--- config.mk ---
export PLATFORM = sky130hd
export DESIGN_NAME = btmx_ctrl
export DESIGN_NICKNAME = d
export VERILOG_FILES = /design/src/rtl/binary_trie_max_xor_engine_assert.svh /design/src/rtl/btmx_pkg.sv /design/src/rtl/btmx_ctrl.sv
export SDC_FILE = /design/constraint.sdc
export NUM_CORES = 1
export LEC_CHECK = 0
export ABC_AREA = 0
export BUFFER_PORTS_ARGS = -buffer_cell sky130_fd_sc_hd__buf_2
export CAP_MARGIN = 25
export CORE_AREA = 2 2 39 41
export CTS_CLUSTER_DIAMETER = 80
export DETAILED_ROUTE_END_ITERATION = 7
export DIE_AREA = 0 0 41 43
export PLACE_DENSITY = 0.46
export SYNTH_ARGS = -nofsm -noshare
export SYNTH_HDL_FRONTEND = slang
export SYNTH_SLANG_ARGS = --single-unit
--- constraint.sdc ---
create_clock -name clock -period 1.33 [get_ports clock]
set_input_delay 0.0665 -clock clock [delete_from_list [all_inputs] [get_ports clock]]
set_output_delay 0.0665 -clock clock [all_outputs]
set_load 0.02 [all_outputs]
--- src/rtl/binary_trie_max_xor_engine_assert.svh ---
// ---------------------------------------------------------------------------
// Assertion macros for the binary trie max-xor engine.
// Each macro expands to one labeled concurrent assertion on a clock and reset.
// ---------------------------------------------------------------------------
`ifndef BINARY_TRIE_MAX_XOR_ENGINE_ASSERT_SVH
`define BINARY_TRIE_MAX_XOR_ENGINE_ASSERT_SVH

// The consequent must hold in the same cycle as the antecedent.
`define BTMX_ASSERT_IMPLY(name, clk, rst, ante, cons, msg) \
   name: assert property (@(posedge clk) disable iff (rst) (ante) |-> (cons)) \
      else $error(msg);

// The consequent must hold in the cycle after the antecedent.
`define BTMX_ASSERT_NEXT(name, clk, rst, ante, cons, msg) \
   name: assert property (@(posedge clk) disable iff (rst) (ante) |=> (cons)) \
      else $error(msg);

`endif

--- src/rtl/btmx_pkg.sv ---
// ---------------------------------------------------------------------------
// btmx_pkg
// Shared constants, operation codes and the command and status bundles that
// join the controller and the datapath of the max-xor trie engine.
// ---------------------------------------------------------------------------
package btmx_pkg;

   // Fixed width of the value and result ports.
   localparam int VALUE_W = 32;

   // Default trie depth and node store size.
   localparam int DEF_VALUE_BITS = 32;
   localparam int DEF_MAX_NODES  = 32768;

   // Operation codes carried in the mode field.
   typedef enum logic [1:0] {
      MODE_INSERT = 2'd0,
      MODE_QUERY  = 2'd1,
      MODE_CLEAR  = 2'd2
   } mode_type;

   // Commands from the controller to the datapath.
   typedef struct packed {
      logic load;    // capture a new item and reset the walk
      logic clear;   // empty the trie
      logic step;    // walk one trie level
      logic alloc;   // write one newly allocated node
   } cmd_type;

   // Status from the datapath to the controller.
   typedef struct packed {
      logic is_insert;   // the item in work is an insert
      logic missing;     // no branch to follow at the current level
      logic last_level;  // the walk is at the bottom bit
      logic fits;        // the nodes still needed fit in the store
      logic root_empty;  // the trie holds no value
   } stat_type;

endpackage

--- src/rtl/btmx_ctrl.sv ---
// ---------------------------------------------------------------------------
// btmx_ctrl
// Controller state machine: accepts an item, sequences the trie walk and the
// node allocation in the datapath, and strobes the result for one cycle.
// ---------------------------------------------------------------------------
module btmx_ctrl (
   input  logic              clock,
   input  logic              reset,
   input  logic              start,
   input  logic [1:0]        req_mode,
   input  btmx_pkg::stat_type stat,
   output btmx_pkg::cmd_type  cmd,
   output logic              busy,
   output logic              rsp_valid
);
   import btmx_pkg::*;

   typedef enum logic [3:0] {
      ST_IDLE  = 4'b0001,
      ST_WALK  = 4'b0010,
      ST_ALLOC = 4'b0100,
      ST_RESP  = 4'b1000
   } state_type;

   state_type state_ff, state_in;

   // Next state and command decode.
   always_comb begin
      state_in = state_ff;
      cmd      = '0;
      unique case (state_ff)
         ST_IDLE: begin
            if (start) begin
               cmd.load = 1'b1;
               unique case (req_mode)
                  MODE_INSERT: state_in = ST_WALK;
                  MODE_QUERY:  state_in = stat.root_empty ? ST_RESP : ST_WALK;
                  MODE_CLEAR: begin
                     cmd.clear = 1'b1;
                     state_in  = ST_RESP;
                  end
                  default:     state_in = ST_RESP;
               endcase
            end
         end
         ST_WALK: begin
            cmd.step = 1'b1;
            if (stat.missing) begin
               // An insert that fits goes on to allocate; a full store rejects.
               state_in = (stat.is_insert && stat.fits) ? ST_ALLOC : ST_RESP;
            end else if (stat.last_level) begin
               state_in = ST_RESP;
            end
         end
         ST_ALLOC: begin
            cmd.alloc = 1'b1;
            if (stat.last_level) begin
               state_in = ST_RESP;
            end
         end
         ST_RESP: begin
            state_in = ST_IDLE;
         end
         default: begin
            state_in = ST_IDLE;
         end
      endcase
   end

   // State register.
   always_ff @(posedge clock) begin
      if (reset) begin
         state_ff <= ST_IDLE;
      end else begin
         state_ff <= state_in;
      end
   end

   assign busy      = (state_ff != ST_IDLE);
   assign rsp_valid = (state_ff == ST_RESP);

endmodule

======== Word level (Yosys, flattened, before mapping) ========
Cells that the tools add are included.
Widths: inputs -> output; s select.
word-level totals
  output and inout port bits .............. 6
  bits in registers ....................... 4
operators by class
  reduce and logical (&&, ||, !) cells .... 2
  equality and inequality tests ........... 8
  mux-type cells .......................... 12
operators by type and width
  operator            number
  $mux 4              5
  $pmux 4 s3          1
  $pmux 4 s2          1
  $eq 4x1->1 const B  1
  $eq 4x2->1 const B  1
  $eq 4x3->1 const B  1
  $eq 4x4->1 const B  1
  $mux 2              2
  $ne 4x1->1 const B  1
  $mux 1              3
  $eq 2x1->1 const B  1
  $eq 2x2->1 const B  1
  $logic_not 2->1     1
  $ne 2x2->1 const B  1
  $logic_and 1x1->1   1

======== Logic depth before layout (Yosys ltp) ========
Gate-level depths: netlist of the first run.
  depth in word-level cells ............... 4
  depth in mapped cells ................... 3

======== Least setup slack after synthesis of the first run ========
Ideal clock, no wire load.
  kind .................................... register -> register
  start point ............................. register state_ff[2]
  end point ............................... register state_ff[3]
  arrival ................................. 1332 ps
  setup time .............................. 66 ps
  slack ................................... -69 ps
  cell stages (with the launch flop) ...... 4
  data required time ...................... 1264 ps
  buffers on the path ..................... 0
  clock period less this slack ............ 1399 ps
  cells stage by stage .................... dfxtp_1 -> nor4b_2 -> a22oi_1 -> a21oi_2
between the ends
  cells in the longest elaborated chain, start to end .. 2
  elaborated cells between the ends (all ways) .. 5
  those cells by class .................... eq/ne: 4; mux: 1
RTL lines
  element                                          line             source
  start, declared                                  btmx_ctrl.sv:25  state_type state_ff, state_in;
  start signal, assigned                           btmx_ctrl.sv:75  state_ff <= state_in;
  $eq 4x3->1, or another cell as far along         btmx_ctrl.sv:31  unique case (state_ff)
  $pmux 4 s3 / $ne 2x2->1 (equally long branches)  -
Several ways; a longest one is shown, not always the timed one.
A chain may end at the register's enable or synchronous reset.

==> results of run 1 <==
==> logic make-up (layout without fill, tap and decap cells) <==
kind of cell           count (synthesis)  count (layout)
AO/OA/AOI/OAI                          8               8
buffers and inverters                  1              27
flip-flops                             4               4
AND/OR/NAND/NOR                       15              15
==> cell usage after synthesis <==
library cell | count | area, um^2
nor4b_1 | 1 | 8.760
o21ai_1 | 1 | 5.000
dfxtp_1 | 4 | 80.08
a21oi_1 | 2 | 10.01
nor4b_2 | 3 | 45.04
nand3_1 | 1 | 5.000
a21o_2 | 1 | 8.760
nand2b_1 | 1 | 6.260
nand4_1 | 1 | 6.260
nand3b_1 | 1 | 7.510
and2_1 | 1 | 6.260
nor2_1 | 3 | 11.26
and2b_1 | 1 | 7.510
o311ai_4 | 1 | 26.28
a22oi_1 | 2 | 15.01
inv_1 | 1 | 3.750
and3b_1 | 2 | 17.52
a21oi_2 | 1 | 8.760
==> layout make-up <==
class,instances,area (um^2)
Clock buffer,3,22.52
Fill cell,144,858.3
Sequential cell,4,92.59
Timing Repair Buffer,23,156.4
Inverter,1,3.754
Multi-Input combinational cell,23,230.2
Tap cell,16,20.02
==> through the flow <==
stage | hold WS, ps | power, mW | setup WS [ps] | setup TNS, ps | instances
global route | 99.78 | 0.4398 | -145.2 | -159.1 | 70
floorplan | 214.9 | 0.1967 | 5.755 | 0 | 28
global placement | 349.3 | 0.2353 | 66.76 | 0 | 61
detailed placement | 341.2 | 0.2345 | 70.90 | 0 | 61
finish | 104.0 | 0.4009 | -46.92 | -46.92 | 70
CTS | 94.85 | 0.4009 | -63.18 | -63.18 | 68
==> final timing paths <==
kind	endpoint	slack [ps]	cells after the start	start
setup / recovery	cmd[2]	-50	4	state_ff[3]$_SDFFE_PP0P_
hold / removal	state_ff[0]$_SDFFE_PP1P_	100	3	reset
setup reg to reg	state_ff[3]$_SDFFE_PP0P_	130	5	state_ff[3]$_SDFFE_PP0P_
hold reg to reg	state_ff[2]$_SDFFE_PP0P_	640	3	state_ff[2]$_SDFFE_PP0P_
==> power breakdown <==
group,switching [mW],internal (mW)
clock,0.0471,0.101
combinational,0.0512,0.0671
sequential,0.0105,0.124
==> per-layer routing <==
metal  routed length (um)  GRT usage (%)  vias up
met3                   42          4.712        2
met1                  306          10.68      143
met2                  378          14.37       11
met4                    7          12.00        0
met5                    0              0        -
li1                     -              -      163
==> timing repair <==
action | 4_1_cts | 5_1_grt
endpoints found under the setup margin | 3 | 6
hold endpoints to repair | 0 | 0
setup buffers | 4 | 3
gates resized for setup | 11 | 4
pin swaps | 3 | 3
==> worst max-delay path: stages (launching register included) <==
cell and delay (ps):
dfxtp_4 350, nor4b_4 280, and2_4 170, and3b_1 160
buf_6 120
==> qor.csv, run 1 <==
metric,value,unit
leakage,0.2365,nW
syn_nets,38,
avgSynthCellArea,9.965,um^2
dieWidth,41,um
critPathMaxFanout,4,
synth_mux_area_share,0,%
routed_wl,734,um
maxCapViolations,0,
place_congestion,0.6299,
utilization,37.97,%
synthAdderAreaFrac,0,%
grt.overflow.total,0,
antenna_left,0,
grt_start_max_net_pins,8,
synthXorXnorAreaFrac,0,%
fin_ws,-46.92,ps
final.setup_skew,0.9212,ps
synth_compound_area_share,26.46,%
cts_buffers,3,
ys_types,18,
layout_commonest_cell,buf_2,
synth_area,279.0,um^2
clkSinkCount,4,
largest_reg_flops,4,
placed_cell_area,417.9,um^2
synth_simple_gate_area_share,43.50,%
cts.clk_slew.worst_paths,40,ps
power_density,762.8,nW/um^2
pin_count,16,
worst_ep_arrival_time,1310,ps
cp-end-kind,output pin,
drive_gt1_share,70.37,%
vias,319,
viasPerCell,4.557,
critPathKind,flip-flop to output pin,
hpwl,515.7,um
fmax,726.3,MHz
firstDrtPassIters,2,
cp_data_required_time,1260,ps
syn_inst,28,
core,1384,um^2
ir_drop,0.2443,mV
die_y,43,um
first_global_vias,281,
cts.hold.buffers_added,0,
finalSetupViolations,1,
nNetsFinal,66,
dr.first_iter.drc_count,2,
dieArea,1763,um^2
start_util,20.16,%
slew-limit-headroom,79.46,%
antenna_found_initial,0,
violations,setup timing,
final_cell_mix,"11 x buf_2, 9 x buf_4",
cts_buffer_depth,2,
h-tree-depth,1,
synth_top_family_by_area,simple AND/OR/NAND/NOR gates,
cts-root-buf,clkbuf_4,
drcViolationCount,0,
final_cell_area,525.5,um^2
synth-seq-cells,4,
post_drt_wl_per_cell,10.49,um
status,finished with violations,
top_regs,state_ff (4),
area_delta_synth_final,88.34,%
rows,14,
rsz0062_at_grt,true,
diodes,0,
start_kind,flip-flop,
drv_slew,0,
ys.warnings.count,0,
numPortBuffers,15,
top_register,state_ff,
insertion_delay,230,ps
worstHoldPathType,primary input to flip-flop,
fin_crit,1377,ps
grt_pass1_wl,1.117,mm
timing.final.crit_share,103.5,%
ys_seq_area_share,28.70,%
worst_pin_slew,307.3,ps
final_hold_viol_count,0,
cts_tree,yes,
grt_use_total,10.66,%
(Power assumes the default switching activity.)
==> run 2: changes to the inputs <==
- PLACE_DENSITY: 0.46 -> 0.54
==> run 2 against run 1 <==
Net effect:
- the flow still finishes with violations (setup timing)
- register-to-register slack got worse by 50 ps
- via count rose by 2.8%
- highest routed layer is now met3
- largest power group unchanged
- critical endpoint unchanged
- critical path depth is the same
- clock-buffer cell count unchanged
==> qor.csv, run 2 (same netlist as run 1, synthesis figures left out) <==
metric,value,unit
status,finished with violations,
violations,setup timing,
rows,14,
cts_tree,yes,
first_global_vias,329,
grt_pass1_wl,1.331,mm
critPathMaxFanout,2,
cts-root-buf,clkbuf_4,
drv_slew,0,
viasPerCell,4.556,
final_cell_mix,"11 x buf_2, 11 x buf_4",
numPortBuffers,15,
final_cell_area,540.5,um^2
antenna_found_initial,0,
leakage,0.2446,nW
die_y,43,um
post_drt_wl_per_cell,11.26,um
hpwl,562.1,um
cts_buffers,3,
finalSetupViolations,1,
top_register,state_ff,
place_congestion,0.6323,
pin_count,16,
core,1384,um^2
worstHoldPathType,primary input to flip-flop,
worst_ep_arrival_time,1350,ps
antenna_left,0,
rsz0062_at_grt,true,
power_density,764.8,nW/um^2
nFillCells,146,
worst_pin_slew,315.7,ps
maxCapViolations,0,
timing.final.crit_share,106.6,%
dr.first_iter.drc_count,3,
fin_ws,-87.77,ps
nNetsFinal,68,
insertion_delay,240,ps
vias,328,
final_cells,72,
area_delta_synth_final,93.72,%
largest_reg_flops,4,
grt_use_total,11.47,%
grt.overflow.total,0,
top_regs,state_ff (4),
diodes,0,
fmax,705.3,MHz
fin_crit,1418,ps
start_util,20.16,%
clkSinkCount,4,
grt_start_max_net_pins,8,
dieArea,1763,um^2
start_kind,flip-flop,
final_hold_viol_count,0,
cp-end-kind,output pin,
cp_data_required_time,1260,ps
slew-limit-headroom,78.90,%
firstDrtPassIters,6,
routed_wl,811,um
placed_cell_area,432.9,um^2
h-tree-depth,1,
dp.cells,63,
drive_gt1_share,71.43,%
cts.clk_slew.worst_paths,40,ps
drcViolationCount,0,
tns,-87.77,ps
critPathKind,flip-flop to output pin,
cts_buffer_depth,2,
dieWidth,41,um
ir_drop,0.2909,mV
final.setup_skew,2.876,ps
==> run 2: changes by cell type in the layout (fill, tap and decap cells not counted), sizes merged <==
cell | before | now
buf | 23 | 25
==> run 2: critical path, cell delays in order (launching register included) <==
cell     delay (ps)
dfxtp_4         340
nor4b_4         310
and2_4          190
and3b_1         160
buf_6           120
==> run 2: final timing paths <==
path | startpoint | end | slack, ps | depth (start not counted)
worst min register to register | state_ff[2]$_SDFFE_PP0P_ | state_ff[0]$_SDFFE_PP1P_ | 600 | 1
worst max-delay path | state_ff[3]$_SDFFE_PP0P_ | cmd[2] | -90 | 4
worst min-delay path | stat[1] | state_ff[2]$_SDFFE_PP0P_ | 100 | 3
worst max register to register | state_ff[0]$_SDFFE_PP1P_ | state_ff[2]$_SDFFE_PP0P_ | 80 | 5
==> run 2: timing repair <==
action,CTS,global route
hold buffers,0,0
resized for setup,10,5
pin swaps,4,4
setup buffers,4,4
cloned,0,0
setup endpoints to repair,4,6
==> run 2: report_power, final <==
group	switching, mW	internal [mW]
Sequential	0.00691	0.124
Clock	0.0503	0.101
Combinational	0.0583	0.0729
Total	0.116	0.298
==> run 2: layout make-up <==
cell class / instances / area [um^2] / area share [%]
multi-input combinational: 23 / 230.2 / 42.59
timing repair buffer: 25 / 171.4 / 31.71
sequential: 4 / 92.59 / 17.13
clock buffer: 3 / 22.52 / 4.167
tap: 16 / 20.02 / 3.704
inverter: 1 / 3.754 / 0.6944
==> run 2: routing by layer <==
metal	part of all wire, %	track usage (%)	wire length, um
met1	38	13.27	308
met2	56	17.19	456
met3	5.7	3.141	46
met4	0	8.000	0
met5	0	0	0
==> run 2: metrics by stage <==
stage | setup slack, ps | hold WS (ps) | power (mW) | util [%]
3_5_place_dp | 66.45 | 339.3 | 0.2380 | 31.28
2_1_floorplan | 5.755 | 214.9 | 0.1967 | -
5_1_grt | -147.1 | 97.77 | 0.4449 | 39.06
4_1_cts | -57.69 | 85.07 | 0.4068 | 36.62
6_report | -87.77 | 96.88 | 0.4134 | 39.06
3_3_place_gp | 66.39 | 342.7 | 0.2387 | 31.28
==> run 3: changes to the inputs <==
- RECOVER_POWER: not set -> 50
- TNS_END_PERCENT: not set -> 30
==> run 3 against run 2 <==
Net effect:
- the flow still finishes with violations (setup timing)
- fmax up 3.6%
- total power is 3.6% lower
- sequential share of layout area increased by 0.91 points
- first-iteration DRC count grew 33%
- design area down 10%
- clock skew down 1.8 ps
- final cell count fell by 5.6%
- worst setup slack better by 49 ps
- critical path depth stayed put
- via count down 3.7%
- sequential power barely moved
- critical path type unchanged
- critical endpoint unchanged
- largest cell class unchanged
- highest routed layer is now met4
==> qor.csv, run 3 (same netlist as run 1, synthesis figures left out) <==
metric,value,unit
status,finished with violations,
violations,setup timing,
worstHoldPathType,primary input to flip-flop,
antenna_left,0,
pwr-share-seq,33.2,%
place_congestion,0.6383,
h-tree-depth,1,
placed_cell_area,422.9,um^2
rrSetupSlack,80,ps
area_delta_synth_final,73.99,%
swShare,27.25,%
dp.cells,63,
path_buf_inv,1,
grt_use_total,10.16,%
slowest_delay,340,ps
post_drt_wl_per_cell,10.60,um
cts_buffer_depth,2,
holdPathEnd,state_ff[2]$_SDFFE_PP0P_,
drv_slew,0,
power_switching,0.1086,mW
final.setup_skew,1.047,ps
min_delay_path_depth,3,
final_cell_mix,"12 x buf_2, 8 x buf_4",
r2r_cells,4,
top_register,state_ff,
cp-end-kind,output pin,
maxCapViolations,0,
critPathTopFamily,simple AND/OR/NAND/NOR gates,
fin_crit,1369,ps
start_kind,flip-flop,
first_global_vias,280,
reg2reg_to,state_ff[1]$_SDFFE_PP0P_,
worst_ep_arrival_time,1300,ps
core,1384,um^2
cts_tree,yes,
total_power,0.3986,mW
die_y,43,um
insertion_delay,230,ps
largest_reg_flops,4,
firstDrtPassIters,2,
critPathMaxFanout,2,
viasPerCell,4.647,
worst_pin_slew,388.3,ps
diodes,0,
critPathKind,flip-flop to output pin,
top_regs,state_ff (4),
slew-limit-headroom,74.07,%
p_int,0.2900,mW
seq_area,87.58,um^2
combPwrFrac,29.5,%
drive_gt1_share,69.23,%
power_density,821.0,nW/um^2
final_cell_area,485.5,um^2
finalSetupViolations,2,
nNetsFinal,64,
vias,316,
fin_ws,-38.77,ps
grt.overflow.total,0,
dieArea,1763,um^2
layout_commonest_cell,buf_2,
worstPathCellList,"nor4b_4, and2_4, and3b_1, buf_4",
routed_wl,721,um
start_util,20.16,%
numPortBuffers,15,
clkSinkCount,4,
hp-start,stat[1],
fmax,730.6,MHz
r2r-start,state_ff[1]$_SDFFE_PP0P_,
slowest_stage,dfxtp_4,
holdWs,99.84,ps
rows,14,
drcViolationCount,0,
multi_input_area,220.2,um^2
nFillCells,153,
rsz0062_at_grt,true,
timing.final.crit_share,102.9,%
cts-root-buf,clkbuf_4,
leakage,0.2205,nW
final_cells,68,
cts.clk_slew.worst_paths,40,ps
grt_start_max_net_pins,7,
grt_pass1_wl,1.124,mm
ir_drop,0.2187,mV
cts_buffers,3,
cts.hold.buffers_added,0,
dieWidth,41,um
cp_data_required_time,1260,ps
dr.first_iter.drc_count,4,
final_hold_viol_count,0,
clock_power_share,37.2,%
antenna_found_initial,0,
pin_count,16,
-- run 3: layout make-up --
type	count	area share, %
multi-input cells	23	45.36
repair buffers	21	27.06
flip-flops and latches	4	18.04
clock buffers	3	4.639
well taps	16	4.124
inverters	1	0.7732
-- run 3: tightest hold or removal path, delay by kind of cell --
kind | cells | cell delay, ps
buffers and inverters | 1 | 100
AO/OA/AOI/OAI | 1 | 50
AND/OR/NAND/NOR | 1 | 60
-- run 3: power by group through the flow --
stage | Clock [mW] | Sequential, mW | Combinational (mW)
after CTS | 0.153 | 0.132 | 0.121
after detailed placement | 0 | 0.135 | 0.102
after floorplan | 0 | 0.139 | 0.0529
final | 0.148 | 0.132 | 0.118
after global routing | 0.166 | 0.133 | 0.128
after global placement | 0 | 0.135 | 0.101
-- run 3: metrics by stage --
| step | setup TNS [ps] | setup WS, ps | utilization, % |
|---|---|---|---|
| floorplan | -68.46 | -68.46 | - |
| global placement | 0 | 103.2 | 30.56 |
| detailed placement | 0 | 98.79 | 30.56 |
| CTS | -66.52 | -47.24 | 35.35 |
| global route | -302.3 | -112.3 | 35.08 |
| finish | -55.82 | -38.77 | 35.08 |
-- run 3: worst max path at each step --
stage | startpoint | end | slack [ps] | depth (start not counted)
after floorplan | state_ff[0]$_SDFFE_PP1P_ | cmd[2] | -70 | 3
after global placement | state_ff[1]$_SDFFE_PP0P_ | state_ff[1]$_SDFFE_PP0P_ | 100 | 3
after detailed placement | state_ff[1]$_SDFFE_PP0P_ | state_ff[1]$_SDFFE_PP0P_ | 100 | 3
after CTS | state_ff[1]$_SDFFE_PP0P_ | cmd[2] | -50 | 4
after global routing | state_ff[1]$_SDFFE_PP0P_ | cmd[2] | -110 | 4
final | state_ff[1]$_SDFFE_PP0P_ | cmd[2] | -40 | 4
-- run 3: per-layer routing --
metal	routed length (um)	vias up	GRT usage, %
met5	0	-	0
met2	375	9	14.69
met1	300	145	10.68
met3	26	2	3.141
li1	-	160	-
met4	18	0	10.00
-- run 3: repair_timing --
action	CTS	global route
gates resized for setup	11	1
setup endpoints to repair	3	5
setup buffers	2	0
pin swaps	4	1
endpoints found under the hold margin	0	0
